`src/rtl/core/strc_pkg.sv`:
```
// ----------------------------------------------------------------------------
// strc_pkg
// Shared types and constants of the skin tone range calibrator: field
// widths, stream packing, gray weights, tracker limits and register codes.
// ----------------------------------------------------------------------------
package strc_pkg;

   localparam int COORD_BITS = 12;
   localparam int PIXEL_BITS = 8;
   localparam int BOUND_BITS = 10;

   // Request tdata layout, lowest bits first.
   localparam int COL_LSB         = 0;
   localparam int ROW_LSB         = COL_LSB + COORD_BITS;
   localparam int RED_LSB         = ROW_LSB + COORD_BITS;
   localparam int GREEN_LSB       = RED_LSB + PIXEL_BITS;
   localparam int BLUE_LSB        = GREEN_LSB + PIXEL_BITS;
   localparam int LUMA_LSB        = BLUE_LSB + PIXEL_BITS;
   localparam int CHROMA_RED_LSB  = LUMA_LSB + PIXEL_BITS;
   localparam int CHROMA_BLUE_LSB = CHROMA_RED_LSB + PIXEL_BITS;
   localparam int REQ_FIELD_BITS  = CHROMA_BLUE_LSB + PIXEL_BITS;
   localparam int REQ_DATA_BITS   = ((REQ_FIELD_BITS + 7) / 8) * 8;

   localparam int RSP_FIELD_BITS = 6 * BOUND_BITS;
   localparam int RSP_DATA_BITS  = ((RSP_FIELD_BITS + 7) / 8) * 8;

   localparam int CSR_ADDR_BITS = 4;
   localparam int CSR_DATA_BITS = 32;

   // Gray weights 0.2989, 0.5870 and 0.1140 in unsigned Q16.
   localparam int GRAY_SUM_BITS = 24;
   localparam logic [15:0] RED_WEIGHT   = 16'd19589;
   localparam logic [15:0] GREEN_WEIGHT = 16'd38470;
   localparam logic [15:0] BLUE_WEIGHT  = 16'd7471;
   localparam logic [PIXEL_BITS-1:0] GRAY_LOW  = 8'd40;
   localparam logic [PIXEL_BITS-1:0] GRAY_HIGH = 8'd200;

   localparam logic [2*COORD_BITS-1:0] MIN_AREA = (2*COORD_BITS)'(5);

   localparam logic signed [BOUND_BITS-1:0] HIGH_RESET = -10'sd1;
   localparam logic signed [BOUND_BITS-1:0] LOW_RESET  = 10'sd295;

   localparam logic signed [BOUND_BITS-1:0] DEF_LUMA_MAX = 10'sd255;
   localparam logic signed [BOUND_BITS-1:0] DEF_LUMA_MIN = 10'sd0;
   localparam logic signed [BOUND_BITS-1:0] DEF_CR_MAX   = 10'sd173;
   localparam logic signed [BOUND_BITS-1:0] DEF_CR_MIN   = 10'sd133;
   localparam logic signed [BOUND_BITS-1:0] DEF_CB_MAX   = 10'sd127;
   localparam logic signed [BOUND_BITS-1:0] DEF_CB_MIN   = 10'sd77;

   typedef enum logic [1:0] {
      REG_REGION_LEFT   = 2'd0,
      REG_REGION_TOP    = 2'd1,
      REG_REGION_WIDTH  = 2'd2,
      REG_REGION_HEIGHT = 2'd3
   } reg_index_type;

   typedef struct packed {
      logic [COORD_BITS-1:0] region_left;
      logic [COORD_BITS-1:0] region_top;
      logic [COORD_BITS-1:0] region_width;
      logic [COORD_BITS-1:0] region_height;
      logic                  small_area;
   } cfg_type;

   typedef struct packed {
      logic                  valid;
      logic                  last;
      logic                  counted;
      logic [PIXEL_BITS-1:0] luma;
      logic [PIXEL_BITS-1:0] chroma_red;
      logic [PIXEL_BITS-1:0] chroma_blue;
   } stage_type;

endpackage

```
`src/rtl/core/strc_csr.sv`:
```
// ----------------------------------------------------------------------------
// strc_csr
// Register file of the face rectangle with its bus port, and the flag that
// marks a rectangle too small to calibrate from.
// ----------------------------------------------------------------------------
module strc_csr (
   input  logic                                 clock,
   input  logic                                 reset,
   input  logic                                 csr_psel,
   input  logic                                 csr_penable,
   input  logic                                 csr_pwrite,
   input  logic [strc_pkg::CSR_ADDR_BITS-1:0]   csr_paddr,
   input  logic [strc_pkg::CSR_DATA_BITS-1:0]   csr_pwdata,
   output logic [strc_pkg::CSR_DATA_BITS-1:0]   csr_prdata,
   output logic                                 csr_pready,
   output strc_pkg::cfg_type                    cfg
);

   logic [strc_pkg::COORD_BITS-1:0]   left_ff, left_in;
   logic [strc_pkg::COORD_BITS-1:0]   top_ff, top_in;
   logic [strc_pkg::COORD_BITS-1:0]   width_ff, width_in;
   logic [strc_pkg::COORD_BITS-1:0]   height_ff, height_in;
   logic [strc_pkg::COORD_BITS-1:0]   wdata;
   logic [strc_pkg::COORD_BITS-1:0]   rdata;
   logic [2*strc_pkg::COORD_BITS-1:0] area;
   logic                              write_en;
   strc_pkg::reg_index_type           index;

   assign csr_pready = 1'b1;
   assign write_en   = csr_psel & csr_penable & csr_pwrite & csr_pready;
   assign index      = strc_pkg::reg_index_type'(csr_paddr[3:2]);
   assign wdata      = csr_pwdata[strc_pkg::COORD_BITS-1:0];

   always_comb begin
      left_in   = left_ff;
      top_in    = top_ff;
      width_in  = width_ff;
      height_in = height_ff;
      if (write_en) begin
         unique case (index)
            strc_pkg::REG_REGION_LEFT:   left_in   = wdata;
            strc_pkg::REG_REGION_TOP:    top_in    = wdata;
            strc_pkg::REG_REGION_WIDTH:  width_in  = wdata;
            strc_pkg::REG_REGION_HEIGHT: height_in = wdata;
         endcase
      end
   end

   always_comb begin
      unique case (index)
         strc_pkg::REG_REGION_LEFT:   rdata = left_ff;
         strc_pkg::REG_REGION_TOP:    rdata = top_ff;
         strc_pkg::REG_REGION_WIDTH:  rdata = width_ff;
         strc_pkg::REG_REGION_HEIGHT: rdata = height_ff;
      endcase
   end

   assign csr_prdata = strc_pkg::CSR_DATA_BITS'(rdata);

   always_ff @(posedge clock) begin
      if (reset) begin
         left_ff   <= '0;
         top_ff    <= '0;
         width_ff  <= '0;
         height_ff <= '0;
      end else begin
         left_ff   <= left_in;
         top_ff    <= top_in;
         width_ff  <= width_in;
         height_ff <= height_in;
      end
   end

   assign area = (2*strc_pkg::COORD_BITS)'(width_ff) * (2*strc_pkg::COORD_BITS)'(height_ff);

   assign cfg.region_left   = left_ff;
   assign cfg.region_top    = top_ff;
   assign cfg.region_width  = width_ff;
   assign cfg.region_height = height_ff;
   assign cfg.small_area    = (area <= strc_pkg::MIN_AREA);

endmodule

```
`src/rtl/core/strc_qualify.sv`:
```
// ----------------------------------------------------------------------------
// strc_qualify
// Input stage: tests each incoming pixel against the face rectangle, the
// gray window and the red dominance rule, and registers the verdict with
// the pixel's Y, Cr and Cb.
// ----------------------------------------------------------------------------
module strc_qualify (
   input  logic                               clock,
   input  logic                               reset,
   input  logic                               req_tvalid,
   output logic                               req_tready,
   input  logic [strc_pkg::REQ_DATA_BITS-1:0] req_tdata,
   input  logic                               req_tlast,
   input  strc_pkg::cfg_type                  cfg,
   input  logic                               stage_take,
   output strc_pkg::stage_type                stage
);

   logic [strc_pkg::COORD_BITS-1:0]    col;
   logic [strc_pkg::COORD_BITS-1:0]    row;
   logic [strc_pkg::PIXEL_BITS-1:0]    red;
   logic [strc_pkg::PIXEL_BITS-1:0]    green;
   logic [strc_pkg::PIXEL_BITS-1:0]    blue;
   logic [strc_pkg::COORD_BITS:0]      col_end;
   logic [strc_pkg::COORD_BITS:0]      row_end;
   logic [strc_pkg::GRAY_SUM_BITS-1:0] gray_sum;
   logic [strc_pkg::PIXEL_BITS-1:0]    gray;
   logic                               in_rect;
   logic                               counted;
   logic                               load;
   strc_pkg::stage_type                stage_ff, stage_in;

   assign col   = req_tdata[strc_pkg::COL_LSB +: strc_pkg::COORD_BITS];
   assign row   = req_tdata[strc_pkg::ROW_LSB +: strc_pkg::COORD_BITS];
   assign red   = req_tdata[strc_pkg::RED_LSB +: strc_pkg::PIXEL_BITS];
   assign green = req_tdata[strc_pkg::GREEN_LSB +: strc_pkg::PIXEL_BITS];
   assign blue  = req_tdata[strc_pkg::BLUE_LSB +: strc_pkg::PIXEL_BITS];

   assign col_end = {1'b0, cfg.region_left} + {1'b0, cfg.region_width};
   assign row_end = {1'b0, cfg.region_top} + {1'b0, cfg.region_height};
   assign in_rect = (col >= cfg.region_left) && ({1'b0, col} < col_end) &&
                    (row >= cfg.region_top) && ({1'b0, row} < row_end);

   assign gray_sum =
      strc_pkg::GRAY_SUM_BITS'(strc_pkg::RED_WEIGHT) * strc_pkg::GRAY_SUM_BITS'(red) +
      strc_pkg::GRAY_SUM_BITS'(strc_pkg::GREEN_WEIGHT) * strc_pkg::GRAY_SUM_BITS'(green) +
      strc_pkg::GRAY_SUM_BITS'(strc_pkg::BLUE_WEIGHT) * strc_pkg::GRAY_SUM_BITS'(blue);
   assign gray = gray_sum[strc_pkg::GRAY_SUM_BITS-1 -: strc_pkg::PIXEL_BITS];

   assign counted = in_rect && (gray > strc_pkg::GRAY_LOW) && (gray < strc_pkg::GRAY_HIGH) &&
                    (red > green) && (red > blue);

   assign req_tready = !stage_ff.valid || stage_take;
   assign load       = req_tvalid && req_tready;

   always_comb begin
      stage_in = stage_ff;
      if (req_tready) begin
         stage_in.valid = req_tvalid;
      end
      if (load) begin
         stage_in.last        = req_tlast;
         stage_in.counted     = counted;
         stage_in.luma        = req_tdata[strc_pkg::LUMA_LSB +: strc_pkg::PIXEL_BITS];
         stage_in.chroma_red  = req_tdata[strc_pkg::CHROMA_RED_LSB +: strc_pkg::PIXEL_BITS];
         stage_in.chroma_blue = req_tdata[strc_pkg::CHROMA_BLUE_LSB +: strc_pkg::PIXEL_BITS];
      end
   end

   always_ff @(posedge clock) begin
      if (reset) begin
         stage_ff.valid <= 1'b0;
      end else begin
         stage_ff.valid <= stage_in.valid;
      end
      stage_ff.last        <= stage_in.last;
      stage_ff.counted     <= stage_in.counted;
      stage_ff.luma        <= stage_in.luma;
      stage_ff.chroma_red  <= stage_in.chroma_red;
      stage_ff.chroma_blue <= stage_in.chroma_blue;
   end

   assign stage = stage_ff;

endmodule

```
`src/rtl/core/strc_tracker.sv`:
```
// ----------------------------------------------------------------------------
// strc_tracker
// Running minimum and maximum of Y, Cr and Cb over the counted pixels of a
// frame, and the result register that holds the six bounds for transfer.
// ----------------------------------------------------------------------------
module strc_tracker (
   input  logic                               clock,
   input  logic                               reset,
   input  strc_pkg::stage_type                stage,
   input  logic                               small_area,
   output logic                               stage_take,
   output logic                               rsp_tvalid,
   input  logic                               rsp_tready,
   output logic [strc_pkg::RSP_DATA_BITS-1:0] rsp_tdata
);

   typedef logic signed [strc_pkg::BOUND_BITS-1:0] bound_type;

   function automatic bound_type widen(input logic [strc_pkg::PIXEL_BITS-1:0] v);
      widen = bound_type'({2'b00, v});
   endfunction

   bound_type luma_high_ff, luma_high_in, luma_low_ff, luma_low_in;
   bound_type crv_high_ff, crv_high_in, crv_low_ff, crv_low_in;
   bound_type cbv_high_ff, cbv_high_in, cbv_low_ff, cbv_low_in;
   bound_type luma_v, cr_v, cb_v;
   bound_type luma_high_upd, luma_low_upd;
   bound_type crv_high_upd, crv_low_upd;
   bound_type cbv_high_upd, cbv_low_upd;
   logic                                rsp_valid_ff, rsp_valid_in;
   logic [strc_pkg::RSP_DATA_BITS-1:0]  rsp_data_ff, rsp_data_in;
   logic                                out_free;
   logic                                emit;

   assign out_free   = !rsp_valid_ff || rsp_tready;
   assign stage_take = stage.valid && (!stage.last || out_free);
   assign emit       = stage_take && stage.last;

   assign luma_v = widen(stage.luma);
   assign cr_v   = widen(stage.chroma_red);
   assign cb_v   = widen(stage.chroma_blue);

   assign luma_high_upd = (stage.counted && luma_v > luma_high_ff) ? luma_v : luma_high_ff;
   assign luma_low_upd  = (stage.counted && luma_v < luma_low_ff)  ? luma_v : luma_low_ff;
   assign crv_high_upd  = (stage.counted && cr_v > crv_high_ff)    ? cr_v   : crv_high_ff;
   assign crv_low_upd   = (stage.counted && cr_v < crv_low_ff)     ? cr_v   : crv_low_ff;
   assign cbv_high_upd  = (stage.counted && cb_v > cbv_high_ff)    ? cb_v   : cbv_high_ff;
   assign cbv_low_upd   = (stage.counted && cb_v < cbv_low_ff)     ? cb_v   : cbv_low_ff;

   always_comb begin
      luma_high_in = luma_high_ff;
      luma_low_in  = luma_low_ff;
      crv_high_in  = crv_high_ff;
      crv_low_in   = crv_low_ff;
      cbv_high_in  = cbv_high_ff;
      cbv_low_in   = cbv_low_ff;
      if (stage_take) begin
         if (stage.last) begin
            luma_high_in = strc_pkg::HIGH_RESET;
            luma_low_in  = strc_pkg::LOW_RESET;
            crv_high_in  = strc_pkg::HIGH_RESET;
            crv_low_in   = strc_pkg::LOW_RESET;
            cbv_high_in  = strc_pkg::HIGH_RESET;
            cbv_low_in   = strc_pkg::LOW_RESET;
         end else begin
            luma_high_in = luma_high_upd;
            luma_low_in  = luma_low_upd;
            crv_high_in  = crv_high_upd;
            crv_low_in   = crv_low_upd;
            cbv_high_in  = cbv_high_upd;
            cbv_low_in   = cbv_low_upd;
         end
      end
   end

   always_comb begin
      rsp_data_in  = rsp_data_ff;
      rsp_valid_in = rsp_valid_ff && !rsp_tready;
      if (emit) begin
         rsp_valid_in = 1'b1;
         if (small_area) begin
            rsp_data_in = strc_pkg::RSP_DATA_BITS'({strc_pkg::DEF_CB_MIN, strc_pkg::DEF_CB_MAX,
                                                     strc_pkg::DEF_CR_MIN, strc_pkg::DEF_CR_MAX,
                                                     strc_pkg::DEF_LUMA_MIN,
                                                     strc_pkg::DEF_LUMA_MAX});
         end else begin
            rsp_data_in = strc_pkg::RSP_DATA_BITS'({cbv_low_upd, cbv_high_upd,
                                                     crv_low_upd, crv_high_upd,
                                                     luma_low_upd, luma_high_upd});
         end
      end
   end

   always_ff @(posedge clock) begin
      if (reset) begin
         luma_high_ff <= strc_pkg::HIGH_RESET;
         luma_low_ff  <= strc_pkg::LOW_RESET;
         crv_high_ff  <= strc_pkg::HIGH_RESET;
         crv_low_ff   <= strc_pkg::LOW_RESET;
         cbv_high_ff  <= strc_pkg::HIGH_RESET;
         cbv_low_ff   <= strc_pkg::LOW_RESET;
         rsp_valid_ff <= 1'b0;
      end else begin
         luma_high_ff <= luma_high_in;
         luma_low_ff  <= luma_low_in;
         crv_high_ff  <= crv_high_in;
         crv_low_ff   <= crv_low_in;
         cbv_high_ff  <= cbv_high_in;
         cbv_low_ff   <= cbv_low_in;
         rsp_valid_ff <= rsp_valid_in;
      end
      rsp_data_ff <= rsp_data_in;
   end

   assign rsp_tvalid = rsp_valid_ff;
   assign rsp_tdata  = rsp_data_ff;

endmodule

```
`src/rtl/core/skin_tone_range_calibrator_unit.sv`:
```
// ----------------------------------------------------------------------------
// skin_tone_range_calibrator_unit
// Learns the Y, Cr and Cb range of skin from the pixels of a face rectangle
// and reports the six bounds once per frame.
// ----------------------------------------------------------------------------
// The unit takes one pixel per clock cycle and never stalls the pixel stream
// while the result channel is free; only the pixel marked as the last of a
// frame waits, and only while the previous result has not been transferred.
// A pixel passes through two registers: the input stage, where the rectangle,
// gray and red tests are made, and the tracker stage, where the bounds are
// updated, and the result is registered when the last pixel of a frame is taken.
// Registers should be written between frames.
// ----------------------------------------------------------------------------
module skin_tone_range_calibrator_unit (
   input  logic                               clock,
   input  logic                               reset,
   // tdata: col, row, red, green, blue, luma, chroma_red, chroma_blue
   input  logic                               req_tvalid,
   output logic                               req_tready,
   input  logic [strc_pkg::REQ_DATA_BITS-1:0] req_tdata,
   input  logic                               req_tlast,
   // tdata: luma_max, luma_min, cr_max, cr_min, cb_max, cb_min, zero fill
   output logic                               rsp_tvalid,
   input  logic                               rsp_tready,
   output logic [strc_pkg::RSP_DATA_BITS-1:0] rsp_tdata,
   input  logic                               csr_psel,
   input  logic                               csr_penable,
   input  logic                               csr_pwrite,
   input  logic [strc_pkg::CSR_ADDR_BITS-1:0] csr_paddr,
   input  logic [strc_pkg::CSR_DATA_BITS-1:0] csr_pwdata,
   output logic [strc_pkg::CSR_DATA_BITS-1:0] csr_prdata,
   output logic                               csr_pready
);

   strc_pkg::cfg_type   cfg;
   strc_pkg::stage_type stage;
   logic                stage_take;

   strc_csr u_csr (
      .clock       (clock),
      .reset       (reset),
      .csr_psel    (csr_psel),
      .csr_penable (csr_penable),
      .csr_pwrite  (csr_pwrite),
      .csr_paddr   (csr_paddr),
      .csr_pwdata  (csr_pwdata),
      .csr_prdata  (csr_prdata),
      .csr_pready  (csr_pready),
      .cfg         (cfg)
   );

   strc_qualify u_qualify (
      .clock      (clock),
      .reset      (reset),
      .req_tvalid (req_tvalid),
      .req_tready (req_tready),
      .req_tdata  (req_tdata),
      .req_tlast  (req_tlast),
      .cfg        (cfg),
      .stage_take (stage_take),
      .stage      (stage)
   );

   strc_tracker u_tracker (
      .clock      (clock),
      .reset      (reset),
      .stage      (stage),
      .small_area (cfg.small_area),
      .stage_take (stage_take),
      .rsp_tvalid (rsp_tvalid),
      .rsp_tready (rsp_tready),
      .rsp_tdata  (rsp_tdata)
   );

   assert property (@(posedge clock) disable iff (reset)
      $rose(rsp_tvalid) |-> $past(stage_take && stage.last))
      else $error("Result raised without a frame end transfer.");

   assert property (@(posedge clock) disable iff (reset)
      (stage.valid && !stage.last) |-> stage_take)
      else $error("A pixel that is not the frame end was held.");

   assert property (@(posedge clock) disable iff (reset)
      rsp_tvalid |-> (($signed(rsp_tdata[9:0]) >= $signed(rsp_tdata[19:10])) ||
                      (rsp_tdata[9:0] == 10'h3FF && rsp_tdata[19:10] == 10'd295)))
      else $error("Luma bounds are crossed in a result.");

   assert property (@(posedge clock) disable iff (reset)
      (stage.valid && !stage_take) |-> !req_tready)
      else $error("Input accepted while the stage was held.");

endmodule
```
`config.mk`:
```
export PLATFORM = sky130hd
export DESIGN_NAME = skin_tone_range_calibrator_unit
export DESIGN_NICKNAME = d
export VERILOG_FILES = /design/src/rtl/core/strc_pkg.sv /design/src/rtl/core/strc_csr.sv /design/src/rtl/core/strc_qualify.sv /design/src/rtl/core/strc_tracker.sv /design/src/rtl/core/skin_tone_range_calibrator_unit.sv
export SDC_FILE = /design/constraint.sdc
export NUM_CORES = 1
export LEC_CHECK = 0
export BUFFER_PORTS_ARGS = -buffer_cell sky130_fd_sc_hd__buf_2
export CORE_MARGIN = 3
export CORE_UTILIZATION = 45
export CTS_CLUSTER_DIAMETER = 40
export DETAILED_ROUTE_END_ITERATION = 12
export GPL_TIMING_DRIVEN = 1
export HOLD_SLACK_MARGIN = 0.05
export PLACE_DENSITY_LB_ADDON = 0.1
export SLEW_MARGIN = 30
export SYNTH_ARGS = -nofsm -noshare
export SYNTH_HDL_FRONTEND = slang
export SYNTH_SLANG_ARGS = --single-unit
export TNS_END_PERCENT = 30
```
`constraint.sdc`:
```
create_clock -name clock -period 19.5 [get_ports clock]
set_input_delay 5.85 -clock clock [delete_from_list [all_inputs] [get_ports clock]]
set_output_delay 5.85 -clock clock [all_outputs]
set_load 0.02 [all_outputs]
```
=== After elaboration in Yosys (flattened, before gate mapping) ===
Cells that the tools add are included.

* Add/sub/neg operators: 4
* Multipliers: 4
* $lt $le $gt $ge: 15
* Eq/ne operators: 3
* Muxes and demuxes: 14
* Bitwise gates (word level): 2
* Reductions and logical operators: 29

{| class="wikitable"
|+ Operators with widths
! operator !! count
|-
| 10-bit 2-to-1 mux || 12
|-
| 12-bit one-hot mux with 4 select lines || 1
|-
| 15-bit by 8-bit multiplier with 23-bit output, first input constant || 2
|-
| 9-bit by 10-bit greater-than comparator with 1-bit output || 3
|-
| 9-bit by 10-bit less-than comparator with 1-bit output || 3
|-
| 12-bit by 12-bit adder with 13-bit output || 2
|-
| 12-bit by 13-bit less-than comparator with 1-bit output || 2
|-
| 23-bit by 24-bit adder with 24-bit output || 1
|-
| 24-bit by 21-bit adder with 24-bit output || 1
|-
| 12-bit >= comparator || 2
|-
| 24-bit by 3-bit <= comparator with 1-bit output, second input constant || 1
|-
| 12-bit by 12-bit multiplier with 24-bit output || 1
|-
| 13-bit by 8-bit multiplier with 21-bit output, first input constant || 1
|-
| 1-bit logical AND || 17
|-
| 8-bit greater-than comparator || 2
|-
| 8-bit by 6-bit greater-than comparator with 1-bit output, second input constant || 1
|-
| 8-bit less-than comparator, second input constant || 1
|-
| 2-bit AND reduction || 4
|-
| 2-bit == test, second input constant || 2
|-
| 1-bit zero test || 4
|-
| 1-bit logical OR || 3
|-
| 1-bit AND || 2
|-
| 2-bit by 1-bit == test with 1-bit output, second input constant || 1
|-
| 2-bit zero test || 1
|-
| 1-bit 2-to-1 mux || 1
|}

* Bits in registers: 200
* Input port bits: 116
* Output and inout bits: 99
* Word-level logic and storage cells: 90

=== Logic depth before layout (Yosys ltp) ===
* Depth in word-level cells: 9
* Mapped depth: 33
* Gate-level depth less buffers: 32

=== By module ===
From an unflattened synthesis, not the netlist that was laid out.

* Cell total of the unflattened synthesis: 2432
* Area total of the unflattened synthesis: 22571.6 µm²

{| class="wikitable"
|+ Modules (own cells, without submodules)
! module !! instances !! cells an instance !! area each (µm²) !! sequential area each (µm²)
|-
| strc_qualify || 1 || 933 || 9008.6 || 800.8
|-
| strc_csr || 1 || 838 || 7016.7 || 960.9
|-
| strc_tracker || 1 || 661 || 6546.3 || 3022.9
|}

=== Worst setup path before layout ===
No wires, ideal clock.

* Path type: input to output
* Start: input port csr_paddr[2] (netlist bit)
* End: output port csr_prdata[0] (netlist bit)
* Data arrival time: 7329 ps
* Data required time: 13650 ps
* Slack: 6321 ps
* Cell stages on the path: 3
* Path buffers: 2
* Path through: clkbuf_1 > buf_1 > mux4_2

* Longest elaborated chain between the ends: 2
* Elaborated cells on any way between the ends: 5
* Classes of those cells: eq/ne: 3; mux: 1; reduce/logical: 1

{| class="wikitable"
|+ Ends and longest elaborated chain
! element !! RTL line !! source
|-
| start, declared || skin_tone_range_calibrator_unit.sv:29 || <nowiki>input logic [strc_pkg::CSR_ADDR_BITS-1:0] csr_paddr,</nowiki>
|-
| 2-bit == test, or another cell as far along || strc_csr.sv:50 || <nowiki>unique case (index)</nowiki>
|-
| 12-bit one-hot mux with 4 select lines (*) || strc_csr.sv:50 ||
|-
| end, declared || skin_tone_range_calibrator_unit.sv:31 || <nowiki>output logic [strc_pkg::CSR_DATA_BITS-1:0] csr_prdata,</nowiki>
|}

Every way passes the cells marked *; elsewhere a longest branch is shown, timed or not.

=== Worst setup path in the final report ===
* Start: input port req_tdata[38] (netlist bit)
* End: register u_qualify.stage_ff, in the netlist u_qualify.stage[24] (data pin)

* Longest elaborated chain between the ends: 8
* Elaborated cells on any way between the ends: 10
* Classes of those cells: add/sub: 2; mul: 1; order compare: 3; reduce/logical: 4

{| class="wikitable"
|+ Ends and longest elaborated chain
! element !! RTL line !! source
|-
| start, declared || skin_tone_range_calibrator_unit.sv:20 || <nowiki>input logic [strc_pkg::REQ_DATA_BITS-1:0] req_tdata,</nowiki>
|-
| 15-bit by 8-bit multiplier with 23-bit output || strc_qualify.sv:46 || <nowiki>strc_pkg::GRAY_SUM_BITS'(strc_pkg::GREEN_WEIGHT) * strc_pkg::GRAY_SUM_BITS'(green) +</nowiki>
|-
| 23-bit by 24-bit adder with 24-bit output || strc_qualify.sv:45 || <nowiki>strc_pkg::GRAY_SUM_BITS'(strc_pkg::RED_WEIGHT) * strc_pkg::GRAY_SUM_BITS'(red) +</nowiki>
|-
| 24-bit by 21-bit adder with 24-bit output || strc_qualify.sv:46 ||
|-
| 8-bit by 6-bit greater-than comparator with 1-bit output || strc_qualify.sv:50 || <nowiki>assign counted = in_rect && (gray > strc_pkg::GRAY_LOW) && (gray < strc_pkg::GRAY_HIGH) &&</nowiki>
|-
| 1-bit logical AND (2 in series) || strc_qualify.sv:50 ||
|-
| 1-bit logical AND (*) || strc_qualify.sv:50 ||
|-
| 1-bit logical AND (*) || strc_qualify.sv:51 || <nowiki>(red > green) && (red > blue);</nowiki>
|-
| net u_qualify.counted || strc_qualify.sv:29 || <nowiki>logic counted;</nowiki>
|-
| end, declared || strc_qualify.sv:31 || <nowiki>strc_pkg::stage_type stage_ff, stage_in;</nowiki>
|}

Mark *: on every way through the listed nets, which the timed path passes. The rest lies on a longest branch.
A chain may end at the register's enable or synchronous reset.

==> run summary <==
Post-Syn Area: 21900 um2
Crit path time final: 13.43 ns
Clock Sinks: 196
Max incr delay on CP: 0.54 ns
Placer Congestion: 0.9024
Sequential Power Share: 0.197
RSZ-0062 raised after global routing: no
Die Width: 226.6 um
Global route overflow: 0
Register area share after synthesis: 0.2185
Core Util, Final: 0.4989
Peak Freq: 74.43 MHz
Seq cells post-synth: 196
Outcome: finished clean
Most common cell on crit path: fa_1
Worst hold slack: 0.4658 ns
Non-filler cells, final: 3105
DP HPWL: 43240 um
Io pins: 215
Fillers: 4562
YS warnings: 0
Clock Latency Late Sink: 0.48 ns
Power density cells: 96.01 nW/um2
Die area: 51350 um2
Top-area cell type share of the netlist area: 0.2005
Worst hold path class: reg2reg
Post-synth top flop: dfxtp_1
Number of global-route vias before repair: 16567
Setup crit start kind: primary input
Post-Syn Instances: 2351
Crit share post-route: 0.6890
Routed WL per cell: 17.16 um
Synth unique cells: 68
Largest net degree at the start of global routing: 77
Clk slew on worst S/H paths: 0.08 ns
Row cnt: 80
TritonCTS clock tree: yes
Worst-path maximum fanout: 7
Peak supply drop: 0.0002023 V
Antenna Nets Post-Route: 0
Sw power: 1.050 mW
Setup violations, final: 0
Total power draw: 2.296 mW
DR iter-0 viols: 861
Initial Utilization: 0.4568
Drt drc: 0
IO buf count: 167
Clock Tree Buf Depth: 2
Cell accounting for the most synthesized area: ha_1
Number of enable flip-flop cells after synthesis: 86
Die Ht: 226.6 um
Syn avg cell area: 9.315 um2
Clk root buf: clkbuf_16
GRT Util Overall: 0.2122
Clock skew: 0.01161 ns
Synth area leaders: ha_1, fa_1, edfxtp_1, dfxtp_1, inv_1
# resized after CTS: 0
Final hold violation count: 0
Drt pass-1 iters: 5
CP required: 19.70 ns
Crit Path Category: in2reg
Clock Power Share: 0.156
Placed cells: 3066
First-pass GRT wire length: 85670 um
Vias: 16563
CORE AREA: 47950 um2
Critical Path End Type: flip-flop
Worst Path Arrival: 13.63 ns
Routed wire length: 53290 um
Post-CTS Setup Bufs: 0
Leak Pwr: 11.90 nW
Switching Share: 0.4571
Layout cell share with drive strength beyond 1: 0.09948
H-tree lvl count: 4
Maxcap violations: 0
Worst Max-Slew Pin Slew: 0.9643 ns
Slew margin rel.: 0.3572
Asr flop ratio synth: 0
Post-CTS Hold Fix Bufs: 0
Area delta synth->final: 9.221%
Post-synth top cells: inv_1, ha_1, nand2_1, fa_1, nor2_1
TNS Setup: 0 ns
Crit path max-delay cell type: fa_1
NumNets Final: 3149
Num CTS Buffers: 17
DR vias/cell: 5.334
Internal Pwr Total: 1.247 mW
Initial antenna violation count: 9
Comb power frac: 0.647
Count leader, synth: inv_1
Final Max Slew Viols: 0
-- routing by layer --
layer	vias up	GRT usage	wire (um)
met5	-	0	18
met4	4	0.05908	884
met3	57	0.04078	2887
met2	375	0.3392	24440
met1	8090	0.2954	25060
li1	8037	-	-
-- registers in the layout, indices dropped and copies added (netlist names) --
| signal | count |
|---|---|
| u_tracker.cbv_high_ff | 10 |
| u_tracker.crv_low_ff | 10 |
| u_csr.height_ff | 12 |
| u_tracker.crv_high_ff | 10 |
| u_tracker.luma_low_ff | 10 |
| u_csr.top_ff | 12 |
| u_tracker.cbv_low_ff | 10 |
| u_qualify.stage | 27 |
| u_csr.width_ff | 12 |
| u_tracker.luma_high_ff | 10 |
| u_tracker.rsp_tdata | 60 |
| u_tracker.rsp_tvalid | 1 |
| u_csr.left_ff | 12 |
-- cell families after synthesis --
kind of cell | after synthesis | share of synthesized area
flip-flops | 196 | 0.2185
other | 2 | 0.0003429
multiplexers | 56 | 0.03245
AND/OR/NAND/NOR | 595 | 0.1283
AO/OA/AOI/OAI | 374 | 0.1144
buffers and inverters | 521 | 0.09404
adder cells (fa/ha/maj) | 563 | 0.3943
XOR/XNOR | 44 | 0.01760
-- worst max-delay path: cells and delay by family --
kind            cells  cell delay, ns
buf+inv             5            0.43
simple gates        6            1.00
mux                 1            0.18
compound gates      8            2.22
fa+ha+maj          10            3.96
-- cells in the final DEF (no fill, tap or decap), types with 7 or more instances in the layout --
master,n
and3_1,10
a21oi_1,94
edfxtp_1,86
or4b_2,13
o21ai_0,46
o211ai_1,12
inv_1,424
nand2_1,238
dfxtp_1,110
buf_2,167
a31oi_1,27
a211o_1,27
ha_1,351
mux2i_1,44
mux4_2,12
a211oi_1,12
o21bai_1,16
nor2_1,130
nand2b_1,22
clkbuf_16,17
o31ai_1,15
nor2b_1,17
xor2_1,16
conb_1,25
o21a_1,33
nand3_1,14
nor3_1,38
xnor2_1,28
and2_1,65
a21o_1,46
nand4_1,16
diode_2,7
fa_1,212
-- power groups by stage --
stage / Clock (mW) / Sequential [mW] / Combinational (mW)
3_5_place_dp: 0 / 0.462 / 1.48
3_3_place_gp: 0 / 0.461 / 1.43
4_1_cts: 0.370 / 0.452 / 1.50
5_1_grt: 0.386 / 0.454 / 1.72
2_1_floorplan: 0 / 0.457 / 1.15
6_report: 0.358 / 0.453 / 1.49
-- worst paths after layout --
path	from	endpoint	slack, ns	depth (start not counted)
worst min register to register	u_tracker.luma_high_ff[8]$_SDFFE_PP1P_	u_tracker.luma_high_ff[8]$_SDFFE_PP1P_	0.47	2
worst max-delay path	req_tdata[38]	u_qualify.stage[24]$_DFFE_PP_	6.07	30
worst min-delay path	u_tracker.luma_high_ff[8]$_SDFFE_PP1P_	u_tracker.luma_high_ff[8]$_SDFFE_PP1P_	0.47	2
worst max register to register	u_csr.width_ff[3]$_SDFFE_PP0P_	u_tracker.rsp_tdata[50]$_SDFFCE_PP1P_	11.76	19
-- cell type report --
type | instances | area (um2) | share of cell area
clock buffer | 17 | 425.4 | 0.01779
clock inverter | 15 | 162.7 | 0.006800
multi-input combinational | 1657 | 15250 | 0.6377
timing repair buffer | 174 | 915.9 | 0.03829
antenna | 7 | 17.52 | 0.0007323
sequential | 196 | 4785 | 0.2000
tap | 615 | 769.5 | 0.03217
inverter | 424 | 1592 | 0.06654
-- metrics by stage --
step           setup slack, ns  instance area (um2)
2_1_floorplan            6.321                21990
3_5_place_dp             5.587                23290
5_1_grt                  5.543                23910
4_1_cts                  6.085                23880
6_report                 6.065                23920
3_3_place_gp             5.707                23220
Note: power is estimated with default switching activity, not from simulation.
